===== src/fwts_pkg.sv =====
// fwts_pkg: shared constants, command and state encodings, and control structs
// for the fir filter with tail flush; no dependencies
package fwts_pkg;

    localparam int SAMPLE_BITS    = 16;
    localparam int COEF_BITS      = 16;
    localparam int FRAC_BITS      = 15;
    localparam int IDX_BITS       = 4;
    localparam int NTAPS_BITS     = 5;
    localparam int TAPS_DEFAULT   = 16;
    localparam int NUM_TAPS_RESET = 16;
    localparam int CMD_BITS       = 2;
    localparam int IN_TDATA_BITS  = 40;

    typedef enum logic [CMD_BITS-1:0] {
        CMD_SAMPLE = 2'd0,
        CMD_FLUSH  = 2'd1,
        CMD_LOAD   = 2'd2,
        CMD_CLEAR  = 2'd3
    } cmd_t;

    typedef enum logic [2:0] {
        S_IDLE,
        S_WRITE,
        S_RUN,
        S_DRAIN,
        S_FINISH
    } state_t;

    // sequencer to multiply-accumulate unit
    typedef struct packed {
        logic acc_clear;
        logic rd_valid;
        logic operand_ok;
    } mac_ctl_t;

    // sequencer to output register
    typedef struct packed {
        logic load;
        logic from_tail;
        logic tail_last;
    } res_t;

    function automatic int addr_w(int depth);
        return (depth > 1) ? $clog2(depth) : 1;
    endfunction

endpackage


===== src/fwts_ram.sv =====
// fwts_ram: generic single-write, single-read memory with registered read data
// no dependencies
module fwts_ram #(
    parameter int WIDTH = 16,
    parameter int DEPTH = 16
) (
    input  logic                                     clk,
    input  logic                                     we,
    input  logic [((DEPTH > 1) ? $clog2(DEPTH) : 1)-1:0] waddr,
    input  logic [WIDTH-1:0]                         wdata,
    input  logic [((DEPTH > 1) ? $clog2(DEPTH) : 1)-1:0] raddr,
    output logic [WIDTH-1:0]                         rdata
);

    logic [WIDTH-1:0] mem [DEPTH];
    logic [WIDTH-1:0] rdata_reg;

    always_ff @(posedge clk)
    begin
        if (we)
        begin
            mem[waddr] <= wdata;
        end
        rdata_reg <= mem[raddr];
    end

    assign rdata = rdata_reg;

endmodule


===== src/fwts_mac.sv =====
// fwts_mac: shared multiply-accumulate unit with rounding and saturation
// depends on fwts_pkg
module fwts_mac import fwts_pkg::*; #(
    parameter int TAPS = TAPS_DEFAULT
) (
    input  logic                          clk,
    input  logic                          rst_n,
    input  mac_ctl_t                      ctl,
    input  logic [COEF_BITS-1:0]          coef,
    input  logic [SAMPLE_BITS-1:0]        hist,
    output logic signed [SAMPLE_BITS-1:0] result
);

    localparam int AW    = addr_w(TAPS);
    localparam int PW    = SAMPLE_BITS + COEF_BITS;
    localparam int ACC_W = PW + AW;
    localparam int SH_W  = ACC_W + 1 - FRAC_BITS;
    localparam int SAT_MAX = (1 << (SAMPLE_BITS - 1)) - 1;
    localparam int SAT_MIN = -(1 << (SAMPLE_BITS - 1));

    logic signed [PW-1:0]    prod_reg;
    logic                    prod_v_reg;
    logic signed [ACC_W-1:0] acc_reg;
    logic signed [ACC_W:0]   rnd_sum;
    logic signed [SH_W-1:0]  shifted;

    // product stage, operands of never-written entries read as zero
    always_ff @(posedge clk)
    begin
        if (ctl.operand_ok)
        begin
            prod_reg <= $signed(coef) * $signed(hist);
        end
        else
        begin
            prod_reg <= '0;
        end
    end

    always_ff @(posedge clk or negedge rst_n)
    begin
        if (!rst_n)
        begin
            prod_v_reg <= 1'b0;
            acc_reg    <= '0;
        end
        else
        begin
            prod_v_reg <= ctl.rd_valid;
            if (ctl.acc_clear)
            begin
                acc_reg <= '0;
            end
            else if (prod_v_reg)
            begin
                acc_reg <= acc_reg + ACC_W'(prod_reg);
            end
        end
    end

    // round half up, floor shift, saturate
    always_comb
    begin
        rnd_sum = (ACC_W + 1)'(acc_reg) + (ACC_W + 1)'(1 << (FRAC_BITS - 1));
        shifted = rnd_sum[ACC_W:FRAC_BITS];
        if (shifted > SH_W'(SAT_MAX))
        begin
            result = SAMPLE_BITS'(SAT_MAX);
        end
        else if (shifted < SH_W'(SAT_MIN))
        begin
            result = SAMPLE_BITS'(SAT_MIN);
        end
        else
        begin
            result = shifted[SAMPLE_BITS-1:0];
        end
    end

endmodule


===== src/fwts_ctrl.sv =====
// fwts_ctrl: command decode and tap sequencer, history pointer, tail counter
// and valid bits; depends on fwts_pkg
module fwts_ctrl import fwts_pkg::*; #(
    parameter int TAPS = TAPS_DEFAULT
) (
    input  logic                          clk,
    input  logic                          rst_n,
    input  logic                          in_valid,
    output logic                          in_ready,
    input  cmd_t                          command,
    input  logic [SAMPLE_BITS-1:0]        sample_in,
    input  logic [IDX_BITS-1:0]           coef_index,
    input  logic [NTAPS_BITS-1:0]         num_taps,
    input  logic                          out_busy,
    output logic                          hist_we,
    output logic [addr_w(TAPS)-1:0]       hist_waddr,
    output logic [SAMPLE_BITS-1:0]        hist_wdata,
    output logic [addr_w(TAPS)-1:0]       hist_raddr,
    output logic                          coef_we,
    output logic [addr_w(TAPS)-1:0]       coef_waddr,
    output logic [addr_w(TAPS)-1:0]       coef_raddr,
    output mac_ctl_t                      mac_ctl,
    output res_t                          res
);

    localparam int AW = addr_w(TAPS);
    localparam logic [AW-1:0] LAST_ADDR = AW'(TAPS - 1);
    localparam logic [NTAPS_BITS-1:0] TAIL_RST =
        NTAPS_BITS'(((NUM_TAPS_RESET > TAPS) ? TAPS : NUM_TAPS_RESET) - 1);

    state_t                  state_reg, state_next;
    logic [AW-1:0]           write_pos_reg;
    logic [AW-1:0]           hist_addr_reg;
    logic [AW-1:0]           coef_addr_reg;
    logic [NTAPS_BITS-1:0]   tail_left_reg;
    logic [NTAPS_BITS-1:0]   cnt_reg;
    logic                    drain_reg;
    logic                    from_tail_reg;
    logic                    tail_last_reg;
    logic [TAPS-1:0]         hist_vld_reg;
    logic [TAPS-1:0]         coef_vld_reg;
    logic                    rd_valid_reg;
    logic                    op_ok_reg;
    logic [SAMPLE_BITS-1:0]  sample_reg;
    logic [NTAPS_BITS-1:0]   eff_taps;
    logic                    coef_in_range;

    always_comb
    begin
        if (num_taps == '0)
        begin
            eff_taps = NTAPS_BITS'(1);
        end
        else if (int'(num_taps) > TAPS)
        begin
            eff_taps = NTAPS_BITS'(TAPS);
        end
        else
        begin
            eff_taps = num_taps;
        end
    end

    assign coef_in_range = (int'(coef_index) < TAPS);

    // next state
    always_comb
    begin
        state_next = state_reg;
        case (state_reg)
            S_IDLE:
            begin
                if (in_valid)
                begin
                    if (command == CMD_SAMPLE)
                    begin
                        state_next = S_WRITE;
                    end
                    else if (command == CMD_FLUSH && tail_left_reg != '0)
                    begin
                        state_next = S_WRITE;
                    end
                end
            end
            S_WRITE:
            begin
                state_next = S_RUN;
            end
            S_RUN:
            begin
                if (cnt_reg == '0)
                begin
                    state_next = S_DRAIN;
                end
            end
            S_DRAIN:
            begin
                if (!drain_reg)
                begin
                    state_next = S_FINISH;
                end
            end
            S_FINISH:
            begin
                if (!out_busy)
                begin
                    state_next = S_IDLE;
                end
            end
            default:
            begin
                state_next = S_IDLE;
            end
        endcase
    end

    // outputs
    always_comb
    begin
        in_ready           = (state_reg == S_IDLE);
        hist_we            = (state_reg == S_WRITE);
        hist_waddr         = write_pos_reg;
        hist_wdata         = sample_reg;
        hist_raddr         = hist_addr_reg;
        coef_we            = (state_reg == S_IDLE) && in_valid && (command == CMD_LOAD)
                             && coef_in_range;
        coef_waddr         = AW'(coef_index);
        coef_raddr         = coef_addr_reg;
        mac_ctl.acc_clear  = (state_reg == S_WRITE);
        mac_ctl.rd_valid   = rd_valid_reg;
        mac_ctl.operand_ok = op_ok_reg;
        res.load           = (state_reg == S_FINISH) && !out_busy;
        res.from_tail      = from_tail_reg;
        res.tail_last      = tail_last_reg;
    end

    always_ff @(posedge clk or negedge rst_n)
    begin
        if (!rst_n)
        begin
            state_reg     <= S_IDLE;
            write_pos_reg <= LAST_ADDR;
            hist_addr_reg <= '0;
            coef_addr_reg <= '0;
            tail_left_reg <= TAIL_RST;
            cnt_reg       <= '0;
            drain_reg     <= 1'b0;
            from_tail_reg <= 1'b0;
            tail_last_reg <= 1'b0;
            hist_vld_reg  <= '0;
            coef_vld_reg  <= '0;
            rd_valid_reg  <= 1'b0;
            op_ok_reg     <= 1'b0;
        end
        else
        begin
            state_reg    <= state_next;
            rd_valid_reg <= (state_reg == S_RUN);
            op_ok_reg    <= hist_vld_reg[hist_addr_reg] && coef_vld_reg[coef_addr_reg];
            case (state_reg)
                S_IDLE:
                begin
                    if (in_valid)
                    begin
                        case (command)
                            CMD_SAMPLE:
                            begin
                                from_tail_reg <= 1'b0;
                                tail_last_reg <= 1'b0;
                            end
                            CMD_FLUSH:
                            begin
                                if (tail_left_reg != '0)
                                begin
                                    from_tail_reg <= 1'b1;
                                    tail_last_reg <= (tail_left_reg == NTAPS_BITS'(1));
                                    tail_left_reg <= tail_left_reg - NTAPS_BITS'(1);
                                end
                            end
                            CMD_LOAD:
                            begin
                                if (coef_in_range)
                                begin
                                    coef_vld_reg[coef_waddr] <= 1'b1;
                                end
                            end
                            CMD_CLEAR:
                            begin
                                hist_vld_reg  <= '0;
                                write_pos_reg <= LAST_ADDR;
                                tail_left_reg <= eff_taps - NTAPS_BITS'(1);
                            end
                            default:
                            begin
                            end
                        endcase
                    end
                end
                S_WRITE:
                begin
                    // newest sample lands at write_pos, taps walk upward from there
                    hist_vld_reg[write_pos_reg] <= 1'b1;
                    hist_addr_reg <= write_pos_reg;
                    coef_addr_reg <= '0;
                    cnt_reg       <= eff_taps - NTAPS_BITS'(1);
                    write_pos_reg <= (write_pos_reg == '0) ? LAST_ADDR
                                     : write_pos_reg - AW'(1);
                end
                S_RUN:
                begin
                    hist_addr_reg <= (hist_addr_reg == LAST_ADDR) ? '0
                                     : hist_addr_reg + AW'(1);
                    coef_addr_reg <= (coef_addr_reg == LAST_ADDR) ? '0
                                     : coef_addr_reg + AW'(1);
                    cnt_reg       <= cnt_reg - NTAPS_BITS'(1);
                    drain_reg     <= 1'b1;
                end
                S_DRAIN:
                begin
                    drain_reg <= 1'b0;
                end
                default:
                begin
                end
            endcase
        end
    end

    // flush steps push a zero sample
    always_ff @(posedge clk)
    begin
        if (state_reg == S_IDLE && in_valid)
        begin
            sample_reg <= (command == CMD_SAMPLE) ? sample_in : '0;
        end
    end

endmodule


===== src/fir_filter_with_tail_flush.sv =====
// fir_filter_with_tail_flush: top level of the direct-form fir filter with tail flush
// depends on fwts_pkg, fwts_ram, fwts_mac and fwts_ctrl
//
// Direct-form FIR filter, Q1.15, over a circular history of TAPS samples. Each input
// transaction carries a command in s_axis_tuser: sample (push sample_in and emit one
// filtered result), flush step (push a zero and emit one tail result while the tail
// counter is above zero, else nothing), load coefficient, or clear history (zero the
// history, reload the tail counter to the effective tap count minus one). The tap count
// comes from the num_taps register, written through cfg_wr_en / cfg_wr_data; the user
// must write it only while the block is idle, and the block does not enforce this. 0 acts
// as 1 and values above TAPS act as TAPS. Writing it does not reload the tail counter.
// A single multiplier and accumulator are walked over the taps, one tap per clock,
// reading coefficient and history memories: a sample or flush transaction passes the
// write, run, drain and finish states before s_axis_tready returns, and its result is
// loaded on leaving finish. Load, clear and empty flushes end in idle. The result sits
// in an output register, so the next transaction is accepted while it waits; the block
// stalls only when a new result is ready and the previous one has not been taken.
// Accumulation is exact; the sum is rounded half up at bit 15 and saturated to 16 bits.
module fir_filter_with_tail_flush import fwts_pkg::*; #(
    parameter int TAPS = TAPS_DEFAULT
) (
    input  logic                     clk,
    input  logic                     rst_n,
    // input transactions
    input  logic                     s_axis_tvalid,
    output logic                     s_axis_tready,
    input  logic [IN_TDATA_BITS-1:0] s_axis_tdata,  // sample_in[15:0], coef_index[19:16],
                                                    // coef_value[35:20], zero pad
    input  logic [CMD_BITS-1:0]      s_axis_tuser,  // command
    // result transactions
    output logic                     m_axis_tvalid,
    input  logic                     m_axis_tready,
    output logic [SAMPLE_BITS-1:0]   m_axis_tdata,  // sample_out
    output logic                     m_axis_tuser,  // from_tail
    output logic                     m_axis_tlast,  // tail_last
    // tap count register
    input  logic                     cfg_wr_en,
    input  logic [NTAPS_BITS-1:0]    cfg_wr_data
);

    localparam int AW = addr_w(TAPS);

    logic [NTAPS_BITS-1:0]          num_taps_reg;
    logic                           m_tvalid_reg;
    logic [SAMPLE_BITS-1:0]         m_tdata_reg;
    logic                           m_tuser_reg;
    logic                           m_tlast_reg;

    logic                           out_busy;
    logic                           hist_we;
    logic [AW-1:0]                  hist_waddr;
    logic [SAMPLE_BITS-1:0]         hist_wdata;
    logic [AW-1:0]                  hist_raddr;
    logic [SAMPLE_BITS-1:0]         hist_rdata;
    logic                           coef_we;
    logic [AW-1:0]                  coef_waddr;
    logic [AW-1:0]                  coef_raddr;
    logic [COEF_BITS-1:0]           coef_rdata;
    mac_ctl_t                       mac_ctl;
    res_t                           res;
    logic signed [SAMPLE_BITS-1:0]  mac_result;

    // unpacked input fields
    logic [SAMPLE_BITS-1:0]         in_sample;
    logic [IDX_BITS-1:0]            in_coef_index;
    logic [COEF_BITS-1:0]           in_coef_value;

    assign in_sample     = s_axis_tdata[SAMPLE_BITS-1:0];
    assign in_coef_index = s_axis_tdata[SAMPLE_BITS+IDX_BITS-1:SAMPLE_BITS];
    assign in_coef_value = s_axis_tdata[SAMPLE_BITS+IDX_BITS+COEF_BITS-1:SAMPLE_BITS+IDX_BITS];

    // output register holds one result until taken
    assign out_busy = m_tvalid_reg && !m_axis_tready;

    fwts_ctrl #(
        .TAPS (TAPS)
    ) u_ctrl (
        .clk        (clk),
        .rst_n      (rst_n),
        .in_valid   (s_axis_tvalid),
        .in_ready   (s_axis_tready),
        .command    (cmd_t'(s_axis_tuser)),
        .sample_in  (in_sample),
        .coef_index (in_coef_index),
        .num_taps   (num_taps_reg),
        .out_busy   (out_busy),
        .hist_we    (hist_we),
        .hist_waddr (hist_waddr),
        .hist_wdata (hist_wdata),
        .hist_raddr (hist_raddr),
        .coef_we    (coef_we),
        .coef_waddr (coef_waddr),
        .coef_raddr (coef_raddr),
        .mac_ctl    (mac_ctl),
        .res        (res)
    );

    // sample history, circular, newest at the write pointer
    fwts_ram #(
        .WIDTH (SAMPLE_BITS),
        .DEPTH (TAPS)
    ) u_hist_ram (
        .clk   (clk),
        .we    (hist_we),
        .waddr (hist_waddr),
        .wdata (hist_wdata),
        .raddr (hist_raddr),
        .rdata (hist_rdata)
    );

    // coefficient store, written straight from load transactions
    fwts_ram #(
        .WIDTH (COEF_BITS),
        .DEPTH (TAPS)
    ) u_coef_ram (
        .clk   (clk),
        .we    (coef_we),
        .waddr (coef_waddr),
        .wdata (in_coef_value),
        .raddr (coef_raddr),
        .rdata (coef_rdata)
    );

    fwts_mac #(
        .TAPS (TAPS)
    ) u_mac (
        .clk    (clk),
        .rst_n  (rst_n),
        .ctl    (mac_ctl),
        .coef   (coef_rdata),
        .hist   (hist_rdata),
        .result (mac_result)
    );

    // tap count register
    always_ff @(posedge clk or negedge rst_n)
    begin
        if (!rst_n)
        begin
            num_taps_reg <= NTAPS_BITS'(NUM_TAPS_RESET);
        end
        else if (cfg_wr_en)
        begin
            num_taps_reg <= cfg_wr_data;
        end
    end

    // result valid
    always_ff @(posedge clk or negedge rst_n)
    begin
        if (!rst_n)
        begin
            m_tvalid_reg <= 1'b0;
        end
        else if (res.load)
        begin
            m_tvalid_reg <= 1'b1;
        end
        else if (m_axis_tready)
        begin
            m_tvalid_reg <= 1'b0;
        end
    end

    // result payload
    always_ff @(posedge clk)
    begin
        if (res.load)
        begin
            m_tdata_reg <= mac_result;
            m_tuser_reg <= res.from_tail;
            m_tlast_reg <= res.tail_last;
        end
    end

    assign m_axis_tvalid = m_tvalid_reg;
    assign m_axis_tdata  = m_tdata_reg;
    assign m_axis_tuser  = m_tuser_reg;
    assign m_axis_tlast  = m_tlast_reg;

    // a new result never overwrites one that is still waiting
    assert property (@(posedge clk) disable iff (!rst_n)
        res.load |-> !(m_tvalid_reg && !m_axis_tready))
    else $error("result loaded over a pending result");

    // only a flush step can empty the tail
    assert property (@(posedge clk) disable iff (!rst_n)
        m_axis_tvalid && m_axis_tlast |-> m_axis_tuser)
    else $error("tail_last set on a result not from a flush step");

    // no tap is still in flight when a new transaction can be accepted
    assert property (@(posedge clk) disable iff (!rst_n)
        s_axis_tready |-> !mac_ctl.rd_valid)
    else $error("accumulation still running while ready");

endmodule


===== config.mk =====
export PLATFORM = sky130hd
export DESIGN_NAME = fir_filter_with_tail_flush
export DESIGN_NICKNAME = d
export VERILOG_FILES = /design/src/fwts_pkg.sv /design/src/fwts_ram.sv /design/src/fwts_mac.sv /design/src/fwts_ctrl.sv /design/src/fir_filter_with_tail_flush.sv
export SDC_FILE = /design/constraint.sdc
export NUM_CORES = 2
export LEC_CHECK = 0
export BUFFER_PORTS_ARGS = -buffer_cell sky130_fd_sc_hd__buf_4
export CELL_PAD_IN_SITES_DETAIL_PLACEMENT = 1
export CELL_PAD_IN_SITES_GLOBAL_PLACEMENT = 1
export CORE_ASPECT_RATIO = 0.7
export CORE_MARGIN = 1
export CORE_UTILIZATION = 49
export DETAILED_ROUTE_END_ITERATION = 10
export PLACE_DENSITY = 0.87
export SLEW_MARGIN = 20
export SYNTH_ARGS = -nofsm -noshare
export SYNTH_HDL_FRONTEND = slang
export SYNTH_SLANG_ARGS = --single-unit

===== constraint.sdc =====
create_clock -name clk -period 5.9 [get_ports clk]
set_clock_uncertainty 0.15 [all_clocks]
set_input_delay 0.885 -clock clk [delete_from_list [all_inputs] [get_ports clk]]
set_output_delay 0.885 -clock clk [all_outputs]
set_load 0.01 [all_outputs]

==> impl_metrics.env <==
export IMPL_run_status="finished with violations"
export IMPL_violations="negative setup slack"
export IMPL_via_per_inst=5.99
export IMPL_pin_count=72
export IMPL_place_hpwl_mm=71.1
export IMPL_crit_type="reg -> reg"
export IMPL_instances_no_fill=4032
export IMPL_finalSetupTns_ps=-5360
export IMPL_antenna_found_initial=8
export IMPL_first_pass_iters=5
export IMPL_cp_common_cell="fa_1"
export IMPL_routabilityCongestion=0.884
export IMPL_period_share_pct=111
export IMPL_synth_edf_count=546
export IMPL_setup_violations=15
export IMPL_route_detailed_drc=0
export IMPL_clockBufferDepth=3
export IMPL_regToRegEndpoint="u_mac.prod_reg[31]"
export IMPL_hold_viol_final=0
export IMPL_hold_class="in -> async"
export IMPL_grt_pass1_vias=26740
export IMPL_grt_usage_pct=28.2
export IMPL_slowest_delay_ps=570
export IMPL_drive_gt1_share_pct=24.3
export IMPL_grt_pass1_wl_mm=166
export IMPL_ys_top_cells_by_area="edfxtp_1 (43%), fa_1 (14%), mux4_2 (9.9%)"
export IMPL_clkSinkCount=715
export IMPL_num_nets_final=3376
export IMPL_cts_root_buf="clkbuf_16"
export IMPL_yosys_area_top_type="edfxtp_1"
export IMPL_io_buffer_count=67
export IMPL_hold_slack_ps=138
export IMPL_nFillCells=7353
export IMPL_cp_cell_sequence="buf_12, buf_6, nand2_2, fa_1, inv_1, fa_1, fa_1, fa_2, fa_1, inv_1, fa_1, inv_1, ha_4, a21oi_4, nand2_1, a21o_2, o311ai_2, o21bai_2, a22oi_4, a211oi_2, o31a_1, or3b_1, a21oi_2"
export IMPL_wirelength_mm=112
export IMPL_maxCapViolations=0
export IMPL_cts_tree="built"
export IMPL_die_h_um=237
export IMPL_async_reset_ff_share_pct=14.7
export IMPL_endpoint_kind="register"
export IMPL_syn_cell_area_um2=38500
export IMPL_placed_cells=3874
export IMPL_r2r_start="u_coef_ram.rdata[7]"
export IMPL_crit_path_start="u_coef_ram.rdata[7]"
export IMPL_rsz0062_at_grt="true"
export IMPL_wl_per_cell_um=27.8
export IMPL_critPathSlowestCell="fa_1"
export IMPL_yosysUniqueCellTypes=79
export IMPL_cp_required_ps=6280
export IMPL_overflow=0
export IMPL_clkSlewWorstSetupHoldPaths_ps=60
export IMPL_rr_worst_depth=23
export IMPL_initial_core_util_pct=49.8
export IMPL_detail_route_antenna_nets=0
export IMPL_crit_arrival_ps=6920
export IMPL_avgSynthCellArea_um2=14.3
export IMPL_reg2reg_slack_ps=-630
export IMPL_synthFlopType="edfxtp_1"
export IMPL_syn_to_final_growth_pct=15.4
export IMPL_htreeDepth=3
export IMPL_start_kind="register"
export IMPL_drv_slew=0
export IMPL_slew_headroom_pct=36.6
export IMPL_ys_seq_area_share_pct=52.8
export IMPL_critPathMaxFanout=5
export IMPL_yosys_warnings=0
export IMPL_max_clock_freq_mhz=153
export IMPL_ys_seq_elements=715
export IMPL_syn_num_nets=3137
export IMPL_synth_top_area_share_pct=42.6
export IMPL_tightest_slew_ps=948
export IMPL_worstSetupEndpoint="u_mac.prod_reg[31]"
export IMPL_drt_iter0_markers=2389
export IMPL_coreArea_um2=77300
export IMPL_layout_setup_ws_ps=-635
export IMPL_fin_crit_ps=6530
export IMPL_cts_buffers=70
export IMPL_syn_inst=2691
export IMPL_die_w_um=337
export IMPL_vias=24170
export IMPL_grt_max_degree=65
export IMPL_num_rows=85
export IMPL_die_area_um2=79700
export IMPL_clk_latency_ps=650
==> Yosys cell counts (9+ instances only) <==
cell      number
edfxtp_1     546
inv_1        312
fa_1         263
nand2_1      191
mux4_2       170
and2_1       151
ha_1         131
nor2_1       116
dfrtp_1       96
clkbuf_1      83
a21oi_1       65
dfxtp_1       64
a21o_1        46
xnor2_1       44
o21ai_1       38
xor2_1        33
o21ai_0       31
nand3_1       27
nor3_1        23
mux2i_1       19
nand2b_1      18
and3_1        16
or2_2         15
buf_1         13
nand3b_1      13
a211oi_1      12
o21a_1        11
nor2b_1       10
a31oi_1        9
dfstp_2        9
==> repair_timing <==
action,in CTS,in global routing
pin swaps,44,42
gates resized for setup,63,54
hold buffers,0,0
endpoints found under the setup margin,16,17
cloned,0,1
setup buffers,15,14
==> worst max-delay path, delay by kind of cell (launching register included) <==
| family | cells | cell delay (ps) |
|---|---|---|
| AO/OA/AOI/OAI | 8 | 1380 |
| flip-flops | 1 | 420 |
| AND/OR/NAND/NOR | 3 | 560 |
| buffers and inverters | 5 | 490 |
| adder cells (fa/ha/maj) | 7 | 3440 |
==> worst min-delay path by stage <==
stage          slack (ps)  depth (start not counted)                 to                 from
3_3_place_gp          180                          0   u_mac.prod_v_reg  u_ctrl.rd_valid_reg
4_1_cts               130                          1  u_mac.acc_reg[32]                rst_n
3_5_place_dp          230                          0   u_mac.prod_v_reg  u_ctrl.rd_valid_reg
5_1_grt               160                          1  u_mac.acc_reg[32]                rst_n
6_report              140                          1  u_mac.acc_reg[35]                rst_n
2_1_floorplan         180                          0   u_mac.prod_v_reg  u_ctrl.rd_valid_reg
==> metrics by stage <==
stage / util, % / instance area [um2] / setup slack, ps
global route: 57.5 / 44500 / -826
detailed placement: 53.7 / 41500 / -651
floorplan: - / 38800 / -6.32
finish: 57.5 / 44500 / -635
CTS: 57.1 / 44100 / -541
global placement: 53.6 / 41500 / -432
==> routing by layer <==
metal	GRT usage [%]	share of wire [%]	vias to the layer above
met5	0	0.024	-
met1	34.9	38	12596
met2	47.3	50	1257
met3	6.69	8.1	337
li1	-	-	9976
met4	12.1	4.4	4
==> cell families (layout without fill, tap and decap cells) <==
kind of cell | after synthesis | in the layout | share of synthesized area [%]
AOI/OAI and AO/OA | 274 | 274 | 4.81
DFF | 715 | 715 | 52.8
buffers and inverters | 416 | 712 | 4.08
muxes | 195 | 195 | 10.6
adders and majority gates | 394 | 394 | 17.9
other | 0 | 1 | 0
and+or+nand+nor | 620 | 620 | 8.07
xor gates and xnor gates | 77 | 77 | 1.75
==> area by class of cell <==
class	instances	area, um2	area share [%]
Timing Repair Buffer	267	2140	4.81
Multi-Input combinational cell	1560	17100	38.4
Inverter	316	1190	2.68
Sequential cell	715	20400	45.9
Tap cell	1044	1310	2.94
Clock inverter	36	409	0.920
Clock buffer	93	1950	4.39
Antenna cell	1	2.50	0.00563
==> cell usage in the layout (no fill, tap or decap), types with 36 or more instances in the layout <==
master / instances
buf_4: 249
dfxtp_1: 36
inv_1: 297
ha_1: 121
dfrtp_1: 90
and2_1: 136
clkbuf_16: 73
fa_1: 251
o21ai_1: 38
nand2_1: 189
mux4_2: 170
a21oi_1: 56
a21o_1: 46
nor2_1: 113
edfxtp_1: 546
xnor2_1: 41
Power is left out: the tool's default activity adds up to more than one toggle a clock period on the data nets, which glitch-free logic cannot reach.
